**config.mk**
```make
export PLATFORM = sky130hd
export DESIGN_NAME = vgg_ctrl
export DESIGN_NICKNAME = d
export VERILOG_FILES = /design/src/rtl/vgg_pkg.sv /design/src/rtl/vgg_ctrl.sv
export SDC_FILE = /design/constraint.sdc
export NUM_CORES = 1
export LEC_CHECK = 0
export CAP_MARGIN = 30
export CORE_MARGIN = 10
export CORE_UTILIZATION = 55
export CTS_CLUSTER_DIAMETER = 150
export CTS_CLUSTER_SIZE = 10
export DETAILED_ROUTE_END_ITERATION = 12
export DONT_BUFFER_PORTS = 1
export GPL_TIMING_DRIVEN = 0
export PLACE_DENSITY = 0.73
export SLEW_MARGIN = 10
export SYNTH_ARGS = -nofsm -noshare
export SYNTH_HDL_FRONTEND = slang
export SYNTH_SLANG_ARGS = --single-unit
```
**constraint.sdc**
```tcl
create_clock -name clk -period 2 [get_ports clk]
set_input_delay 0.2 -clock clk [delete_from_list [all_inputs] [get_ports clk]]
set_output_delay 0.2 -clock clk [all_outputs]
set_load 0.1 [all_outputs]
```
**src/rtl/vgg_pkg.sv**
```systemverilog
`timescale 1ns / 1ps
// Shared constants, types and the Gaussian axis table of the visibility gridder.
// Depends on nothing; every other file of the block but vgg_ram imports it.
package vgg_pkg;

    // Sizes of the block.
    localparam int GRID_SIDE_MAX_DEF = 256;
    localparam int KERNEL_SIZE       = 7;
    localparam int FRAC_STEPS        = 16;
    localparam int HALF_K            = KERNEL_SIZE / 2;
    localparam int GTAB_LEN          = (HALF_K + 1) * FRAC_STEPS + 1;
    localparam int D_W               = $clog2(GTAB_LEN);
    localparam int FQ_W              = $clog2(FRAC_STEPS) + 2;
    localparam int TAP_W             = $clog2(KERNEL_SIZE);
    localparam int SIDE_MIN          = 8;

    // Field and datapath widths.
    localparam int CPU_W   = 16;
    localparam int SIDE_W  = 9;
    localparam int COORD_W = 32;
    localparam int DIN_W   = 24;
    localparam int ACC_W   = 40;
    localparam int CELL_W  = 8;
    localparam int G_W     = 16;
    localparam int WT_W    = 2 * G_W;
    localparam int PROD_W  = DIN_W + WT_W + 1;
    localparam int C_W     = PROD_W - WT_W;
    localparam int FRAC_W  = 24;
    localparam int POS_W   = 50;
    localparam int IPM_W   = POS_W - 1 - FRAC_W;
    localparam int BIT_W   = $clog2(IPM_W);

    // Configuration port.
    localparam int PADDR_W = 3;
    localparam int PDATA_W = 32;
    localparam logic REG_CPU  = 1'b0;
    localparam logic REG_SIDE = 1'b1;
    localparam logic [CPU_W-1:0]  CPU_RESET  = 16'd512;
    localparam logic [SIDE_W-1:0] SIDE_RESET = 9'd160;

    // Operation codes and axis selection.
    localparam logic OP_GRID  = 1'b0;
    localparam logic OP_READ  = 1'b1;
    localparam logic AXIS_ROW = 1'b0;
    localparam logic AXIS_COL = 1'b1;

    // Commands from the controller to the datapath.
    typedef struct packed {
        logic             load;
        logic             mul;
        logic             split;
        logic             div_init;
        logic             div_step;
        logic             div_store;
        logic             div_axis;
        logic             cell_addr;
        logic [TAP_W-1:0] tap_m;
        logic [TAP_W-1:0] tap_l;
        logic             mem_re;
        logic             prod;
        logic             acc_we;
        logic             rd_addr;
        logic             out_load;
        logic             clr_we;
    } cmd_t;

    // Status from the datapath to the controller.
    typedef struct packed {
        logic clr_last;
    } sts_t;

    typedef logic [G_W-1:0] gtab_t [GTAB_LEN];

    // One entry of the per-axis Gaussian table, unsigned Q0.16.
    function automatic logic [G_W-1:0] gauss_q16(input int unsigned n);
        logic [63:0] y;
        logic [63:0] z;
        logic [63:0] z2;
        logic [63:0] z3;
        logic [63:0] a;
        y = ((64'd2 * 64'(n) * 64'(n)) << 31) / 64'(FRAC_STEPS * FRAC_STEPS);
        if (y >= (64'd32 << 31))
        begin
            return '0;
        end
        z  = y >> 10;
        z2 = (z * z) >> 31;
        z3 = (z2 * z) >> 31;
        a  = (64'd1 << 31) - z + z2 / 64'd2 - z3 / 64'd6;
        for (int i = 0; i < 10; i++)
        begin
            a = (a * a) >> 31;
        end
        return G_W'((a * 64'd52291 + (64'd1 << 30)) >> 31);
    endfunction

    function automatic gtab_t build_gtab();
        gtab_t t;
        for (int n = 0; n < GTAB_LEN; n++)
        begin
            t[n] = gauss_q16(n);
        end
        return t;
    endfunction

    localparam gtab_t GTAB = build_gtab();

    // Table value for tap k given the quantised fraction of the position.
    function automatic logic [G_W-1:0] axis_weight(input logic [TAP_W-1:0] k,
                                                   input logic signed [FQ_W-1:0] fq);
        int d;
        d = (int'(k) - HALF_K) * FRAC_STEPS - int'(fq);
        if (d < 0)
        begin
            d = -d;
        end
        if (d >= GTAB_LEN)
        begin
            return '0;
        end
        return GTAB[D_W'(d)];
    endfunction

endpackage

```
**src/rtl/vgg_ctrl.sv**
```systemverilog
`timescale 1ns / 1ps
// Controller of the gridder: sequences clearing, position set-up, the modulo
// unit, the footprint walk and cell reads. Depends on vgg_pkg.
module vgg_ctrl (
    input  logic          clk,
    input  logic          rst_n,
    input  logic          item_valid,
    input  logic          item_operation,
    output logic          item_ready,
    output logic          result_valid,
    input  logic          result_ready,
    input  vgg_pkg::sts_t sts,
    output vgg_pkg::cmd_t cmd
);
    import vgg_pkg::*;

    typedef enum logic [3:0] {
        S_CLEAR,
        S_IDLE,
        S_MUL,
        S_SPLIT,
        S_DIV_INIT,
        S_DIV_STEP,
        S_DIV_STORE,
        S_CELL_ADDR,
        S_CELL_READ,
        S_CELL_MUL,
        S_CELL_WRITE,
        S_RD_ADDR,
        S_RD_READ,
        S_RD_DONE
    } state_t;

    state_t           state_reg, state_next;
    logic             axis_reg, axis_next;
    logic [BIT_W-1:0] bit_reg, bit_next;
    logic [TAP_W-1:0] tap_m_reg, tap_m_next;
    logic [TAP_W-1:0] tap_l_reg, tap_l_next;
    logic             out_valid_reg, out_valid_next;
    logic             accept;
    logic             out_free;

    assign item_ready   = (state_reg == S_IDLE);
    assign accept       = item_valid && item_ready;
    assign out_free     = !out_valid_reg || result_ready;
    assign result_valid = out_valid_reg;

    // Next state and command decode.
    always_comb
    begin
        state_next     = state_reg;
        axis_next      = axis_reg;
        bit_next       = bit_reg;
        tap_m_next     = tap_m_reg;
        tap_l_next     = tap_l_reg;
        out_valid_next = out_valid_reg && !result_ready;
        cmd            = '0;
        cmd.tap_m      = tap_m_reg;
        cmd.tap_l      = tap_l_reg;
        cmd.div_axis   = axis_reg;
        unique case (state_reg)
            S_CLEAR:
            begin
                cmd.clr_we = 1'b1;
                if (sts.clr_last)
                begin
                    state_next = S_IDLE;
                end
            end
            S_IDLE:
            begin
                if (accept)
                begin
                    cmd.load   = 1'b1;
                    state_next = (item_operation == OP_READ) ? S_RD_ADDR : S_MUL;
                end
            end
            S_MUL:
            begin
                cmd.mul    = 1'b1;
                state_next = S_SPLIT;
            end
            S_SPLIT:
            begin
                cmd.split  = 1'b1;
                axis_next  = AXIS_ROW;
                state_next = S_DIV_INIT;
            end
            S_DIV_INIT:
            begin
                cmd.div_init = 1'b1;
                bit_next     = '0;
                state_next   = S_DIV_STEP;
            end
            S_DIV_STEP:
            begin
                cmd.div_step = 1'b1;
                bit_next     = bit_reg + 1'b1;
                if (bit_reg == BIT_W'(IPM_W - 1))
                begin
                    state_next = S_DIV_STORE;
                end
            end
            S_DIV_STORE:
            begin
                cmd.div_store = 1'b1;
                if (axis_reg == AXIS_ROW)
                begin
                    axis_next  = AXIS_COL;
                    state_next = S_DIV_INIT;
                end
                else
                begin
                    tap_m_next = '0;
                    tap_l_next = '0;
                    state_next = S_CELL_ADDR;
                end
            end
            S_CELL_ADDR:
            begin
                cmd.cell_addr = 1'b1;
                state_next    = S_CELL_READ;
            end
            S_CELL_READ:
            begin
                cmd.mem_re = 1'b1;
                state_next = S_CELL_MUL;
            end
            S_CELL_MUL:
            begin
                cmd.prod   = 1'b1;
                state_next = S_CELL_WRITE;
            end
            S_CELL_WRITE:
            begin
                cmd.acc_we = 1'b1;
                state_next = S_CELL_ADDR;
                if (tap_l_reg == TAP_W'(KERNEL_SIZE - 1))
                begin
                    tap_l_next = '0;
                    if (tap_m_reg == TAP_W'(KERNEL_SIZE - 1))
                    begin
                        state_next = S_IDLE;
                    end
                    else
                    begin
                        tap_m_next = tap_m_reg + 1'b1;
                    end
                end
                else
                begin
                    tap_l_next = tap_l_reg + 1'b1;
                end
            end
            S_RD_ADDR:
            begin
                cmd.rd_addr = 1'b1;
                state_next  = S_RD_READ;
            end
            S_RD_READ:
            begin
                cmd.mem_re = 1'b1;
                state_next = S_RD_DONE;
            end
            S_RD_DONE:
            begin
                if (out_free)
                begin
                    cmd.out_load   = 1'b1;
                    out_valid_next = 1'b1;
                    state_next     = S_IDLE;
                end
            end
            default:
            begin
                state_next = S_IDLE;
            end
        endcase
    end

    // State and registered outputs.
    always_ff @(posedge clk or negedge rst_n)
    begin
        if (!rst_n)
        begin
            state_reg     <= S_CLEAR;
            axis_reg      <= AXIS_ROW;
            bit_reg       <= '0;
            tap_m_reg     <= '0;
            tap_l_reg     <= '0;
            out_valid_reg <= 1'b0;
        end
        else
        begin
            state_reg     <= state_next;
            axis_reg      <= axis_next;
            bit_reg       <= bit_next;
            tap_m_reg     <= tap_m_next;
            tap_l_reg     <= tap_l_next;
            out_valid_reg <= out_valid_next;
        end
    end
endmodule

```
==> summary.txt, run 1 <==
Run status
  – Outcome: completed

Yosys
  – Number of flops mapped to enable cells by yosys: 0
  – Post-synthesis register bit count: 17
  – Syn Std Cell Area: 1120 sq um
  – Cell types with the largest area share after synthesis: dfrtp_1, nand2_1, ha_1
  – Dominant synthesized flop cell: dfrtp_1
  – Synth area leader: dfrtp_1
  – Async SR Flop Fraction: 100%
  – Synthesized Nets: 139
  – Share of Yosys cell area claimed by the top area cell type: 37.9%
  – Number of distinct library cell variants in the gate-level netlist after synthesis: 46
  – Cells after synthesis: 129
  – Share of the yosys chip area belonging to registers: 37.9%
  – Commonest cells in the netlist: dfrtp_1, nand2_1, nor2_1
  – Most common cell in the synthesized netlist: dfrtp_1
  – Average cell area after synthesis: 8.70 sq um
  – Yosys Warn Count: 0

Critical path
  – Reg2Reg Setup Slack: 0.14 ns
  – End point of the critical path: item_ready
  – Setup crit start kind: flop
  – CP Data Arrival Time: 1.80 ns
  – FF-to-FF End: tap_m_reg[2]
  – CP Max Fanout: 5
  – Worst r2r path cells: 5
  – Reg-to-reg startpoint: state_reg[2]
  – Crit path required time: 1.80 ns
  – Sort of element at the end of the critical path: primary output
  – CP Launch Point: state_reg[1]
  – Kind of critical path: reg2out

CTS
  – Clock-pin slew reported for the worst setup and hold paths after clock tree synthesis: 0.12 ns
  – TritonCTS Buffers: 3
  – Max Root-Sink Buffers: 2
  – Cell at the root of the clock tree: clkbuf_4
  – Clock tree from TritonCTS: built
  – Skew-Pair Late Insertion Delay: 0.31 ns
  – Sink Count: 17
  – CTS HTree Levels: 1

Place
  – Gpl congestion: 0.873
  – Buffers on Ports: 0
  – Detailed Place HPWL: 2170 um

Timing
  – Final Hold Viols: 0
  – Setup Viol. Count Final: 0
  – Final TNS setup: 0 ns
  – Final Skew: 0.0105 ns
  – Final count of pins violating max slew: 0
  – Headroom to the max-slew limit: 31.6%
  – Highest clock rate: 501 MHz
  – RSZ-0062 raised after global routing: yes
  – Hold slack final: 0.0212 ns
  – Final worst path period need: 2.00 ns
  – Share of the clock period used by the worst path after layout: 99.9%
  – Slew of the pin with the lowest slew margin: 1.02 ns

Global routing
  – Global-route congestion overflow total: 0
  – Initial antenna violation count: 0
  – Maximum number of pins on one net before global-route repair: 18
  – Global-route wire length before repair: 5260 um
  – Vias in the first global route: 1058
  – Overall track demand over capacity in global routing: 15.6%

Detailed routing
  – DRT Pass-1 Iters: 4
  – Routed Antenna Nets: 0
  – Wire per inst: 18.2 um
  – Remaining routing DRC violations: 0
  – Via-to-Cell Ratio: 6.09
  – Vias after detailed routing: 1096
  – Iteration-0 DRC Markers: 47
  – Sum of routed wire length over all layers: 3280 um

Flow run
  – Max capacitance violation total: 0

Die
  – Die span in x: 65.2 um
  – Die Y: 65.2 um
  – Total die area: 4250 sq um
  – Core area: 1940 sq um
  – Number of ports placed on the die boundary: 28
  – Initial cell density of the core: 57.8%
  – Row count: 16

Cells and area
  – Flip-flop count of the largest register after layout: 5
  – Layout cells sized above 1: 39.9%
  – Net total in the final layout: 164
  – Growth of design area from synthesis to finish: 39.1%
  – Fill count: 130
  – Final design utilization: 80.4%
  – # diodes: 0

Worst hold path
  – Hold Crit Class: in2reg
## metal layers
layer | global-route usage (%) | wire, um | up-vias
met3 | 4.24 | 218 | 5
met2 | 27.4 | 1750 | 41
met4 | 4.81 | 35 | 0
met5 | 0 | 0 | -
met1 | 17.9 | 1290 | 536
li1 | - | - | 514
## per-stage QoR
step	instances	setup slack (ns)	cell area (sq um)
floorplan	129	-0.372	1170
global placement	156	-0.597	1200
detailed placement	165	-0.111	1360
CTS	176	0.00407	1510
global route	180	-0.0298	1560
finish	180	0.00298	1560
## critical path, stage by stage, from the launching register on
cell,delay (ns)
dfrtp_2,0.46
nand2b_4,0.17
nor3_4,0.84
## placed cells by master (no fill, tap or decap), types with 3 or more instances in the layout
cell      netlist  final
a21oi_1         6      6
buf_4           2     13
buf_8           0      6
clkbuf_4        0      3
dfrtp_1        17      8
dfrtp_2         0      8
ha_1            4      4
inv_1           7      6
nand2_1        14     14
nand2b_1        6      4
nand4_1         3      3
nor2_1         12      7
nor2_2          1      5
nor3_4          0      3
o21ai_0        10     10
## kinds of logic (layout without fill, tap and decap cells)
family / Yosys count / count (layout) / share of synthesized area, %
flip-flops: 17 / 17 / 37.9
AND/OR/NAND/NOR: 57 / 57 / 29.7
XOR/XNOR: 2 / 2 / 1.56
adder cells (fa/ha/maj): 4 / 4 / 4.46
buffers and inverters: 16 / 40 / 7.02
AO/OA/AOI/OAI: 33 / 33 / 19.4
## timing repair
item	in CTS	in global routing
setup buffers	7	4
pin swaps	1	3
hold endpoints to repair	17	0
hold buffers	1	0
endpoints found under the setup margin	11	7
resized for setup	22	9
## area by class of cell
class                   instances  area, sq um  area share (%)
plain buffers                   7         76.3            4.89
clock buffers                   3         22.5            1.44
clock inverters                 1         7.51           0.481
inverters                       8         33.8            2.16
multi-input cells              96          721            46.2
flip-flops and latches         17          439            28.1
well taps                      27         33.8            2.16
repair buffers                 21          228            14.6
## worst min-delay path by stage
stage | startpoint | endpoint | slack, ns | cells past startpoint
2_1_floorplan | rst_n | axis_reg | -0.1 | 0
3_3_place_gp | rst_n | tap_l_reg[1] | -0.09 | 0
3_5_place_dp | rst_n | tap_l_reg[2] | -0.09 | 0
4_1_cts | sts | state_reg[0] | 0.02 | 1
5_1_grt | sts | state_reg[0] | 0.03 | 1
6_report | sts | state_reg[0] | 0.02 | 1
Power of run 1 is left out: the tool's default activity adds up to more than one toggle a clock period on the data nets, which glitch-free logic cannot reach.
==> inputs of run 2 (changes only) <==
--- a/config.mk
+++ b/config.mk
@@ -14,6 +14,7 @@
 export DONT_BUFFER_PORTS = 1
 export GPL_TIMING_DRIVEN = 0
 export PLACE_DENSITY = 0.73
+export SETUP_SLACK_MARGIN = 0.05
 export SLEW_MARGIN = 10
 export SYNTH_ARGS = -nofsm -noshare
 export SYNTH_HDL_FRONTEND = slang
==> run 2 against run 1 <==
Compared with the run above: the flow now finishes with violations (setup timing); final cell count rose by 2.2%; sequential cell count did not move; utilization rose by 2.1 points; final area rose by 2.6%; die area did not move; first-iteration DRC count rose by 2.1%; clock-buffer cell count did not move; sequential share of layout area fell by 0.70 points; global-route usage fell by 0.56 points; register-to-register slack improved by 0.05 ns; worst setup slack got worse by 0.010 ns; highest routed layer unchanged.
==> summary.txt, run 2 (synthesis gave the netlist of run 1 again) <==
Cells and area
  – Commonest non-fill, non-tap cell in the layout: buf_4
  – # diodes: 0
  – Fill count: 120
  – Leading cell types in the layout, fill and taps excluded: buf_4, nand2_1, o21ai_0
  – Layout cells sized above 1: 40.8%
  – Cell area after layout: 1600 sq um
  – Net total in the final layout: 168
  – Total area of multi-input combinational cells: 713 sq um
  – Flip-flop count of the largest register after layout: 5
  – Growth of design area from synthesis to finish: 42.7%
  – Area used by sequential logic in the layout: 439 sq um

Critical path
  – CP Data Arrival Time: 1.81 ns
  – Number of cells on the critical path: 3
  – Slowest cell on the critical path: nor3_4
  – Max stage delay on crit path: 0.80 ns
  – Kind of critical path: reg2out
  – Sort of element at the end of the critical path: primary output
  – Worst r2r path cells: 8
  – CP Launch Point: state_reg[2]
  – CP Max Fanout: 6
  – Cell family with the largest share of critical-path delay: simple AND/OR/NAND/NOR gates
  – Worst path cell trace: buf_6, clkbuf_16, nor3_4
  – Crit path required time: 1.80 ns
  – Buf+Inv Stages, Crit Path: 2
  – Setup crit start kind: flop
  – Reg-to-reg startpoint: state_reg[2]

Place
  – Detailed Place HPWL: 2230 um
  – Gpl congestion: 0.865
  – Instance area after placement: 1360 sq um
  – Buffers on Ports: 0

CTS
  – Skew-Pair Late Insertion Delay: 0.32 ns
  – Clock-pin slew reported for the worst setup and hold paths after clock tree synthesis: 0.11 ns
  – TritonCTS Buffers: 3
  – Cell at the root of the clock tree: clkbuf_4
  – Sink Count: 17
  – CTS HTree Levels: 1
  – Clock tree from TritonCTS: built
  – Max Root-Sink Buffers: 2

Flow run
  – Max capacitance violation total: 0

Worst hold path
  – Hold Crit Class: in2reg
  – Hold path cells: 1
  – Critical hold path startpoint: sts

Timing
  – Headroom to the max-slew limit: 33.0%
  – Slew of the pin with the lowest slew margin: 1.00 ns
  – Final count of pins violating max slew: 0
  – Setup Viol. Count Final: 1
  – Highest clock rate: 498 MHz
  – Share of the clock period used by the worst path after layout: 100%
  – RSZ-0062 raised after global routing: yes
  – Post-route worst setup slack: -0.00735 ns
  – Final Skew: 0.00566 ns
  – Final Hold Viols: 0
  – Final worst path period need: 2.01 ns

Detailed routing
  – DRT Pass-1 Iters: 4
  – Sum of routed wire length over all layers: 3320 um
  – Wire per inst: 18.0 um
  – Vias after detailed routing: 1100
  – Iteration-0 DRC Markers: 48
  – Remaining routing DRC violations: 0
  – Via-to-Cell Ratio: 5.98
  – Routed Antenna Nets: 0

Die
  – Initial cell density of the core: 57.8%
  – Core area: 1940 sq um
  – Die span in x: 65.2 um
  – Total die area: 4250 sq um
  – Number of ports placed on the die boundary: 28
  – Die Y: 65.2 um
  – Row count: 16

Global routing
  – Global-route wire length before repair: 5230 um
  – Maximum number of pins on one net before global-route repair: 18
  – Initial antenna violation count: 0
  – Overall track demand over capacity in global routing: 15.0%
  – Global-route congestion overflow total: 0
  – Vias in the first global route: 1099

Run status
  – Outcome: finished, violations left
  – Violated checks: setup timing
-- run 2: worst register-to-register path: cells and delay by family (launching register included) --
kind | cells | cell delay (ns)
buffers and inverters | 4 | 0.52
AND/OR/NAND/NOR | 2 | 0.48
AO/OA/AOI/OAI | 2 | 0.31
flip-flops | 1 | 0.40
-- run 2: per-layer routing --
metal	up-vias	global-route usage (%)	wire (um)
met5	-	0	0
met4	0	6.68	63
met3	5	2.37	158
met2	34	25.0	1710
met1	543	18.7	1390
li1	518	-	-
-- run 2: timing repair --
| item | CTS | global route |
|---|---|---|
| pin swaps | 1 | 0 |
| hold buffers | 1 | 0 |
| gates resized for setup | 24 | 11 |
| setup buffers | 9 | 5 |
| endpoints found under the hold margin | 17 | 0 |
| setup endpoints to repair | 12 | 7 |
-- run 2: worst paths after layout --
path                                 to  slack, ns
setup / recovery             item_ready     -0.007
hold / removal             state_reg[0]       0.01
setup reg to reg           state_reg[1]       0.19
hold reg to reg              bit_reg[0]       0.55
max in group asynchronous  result_valid       1.03
min in group asynchronous    bit_reg[1]       0.39
-- run 2: area by class of cell --
cell class / count / share of cell area [%]
plain buffers: 8 / 6.02
clock buffers: 3 / 1.41
clock inverters: 1 / 0.469
inverters: 8 / 2.27
multi-input cells: 96 / 44.5
flip-flops and latches: 17 / 27.4
well taps: 27 / 2.11
repair buffers: 24 / 15.8
-- run 2: through the flow --
stage               utilization [%]  cells  setup TNS, ns  hold WS (ns)  setup WS (ns)
floorplan                         -    129        -0.0877       -0.0956        -0.0700
global placement               63.0    156         -0.809       -0.0950         -0.186
detailed placement             70.1    165         -0.319       -0.0950         -0.138
CTS                            78.9    179       -0.00149        0.0225       -0.00149
global route                   82.5    184        -0.0315        0.0243        -0.0315
finish                         82.5    184       -0.00735        0.0140       -0.00735
Power of run 2 is left out for the same reason.
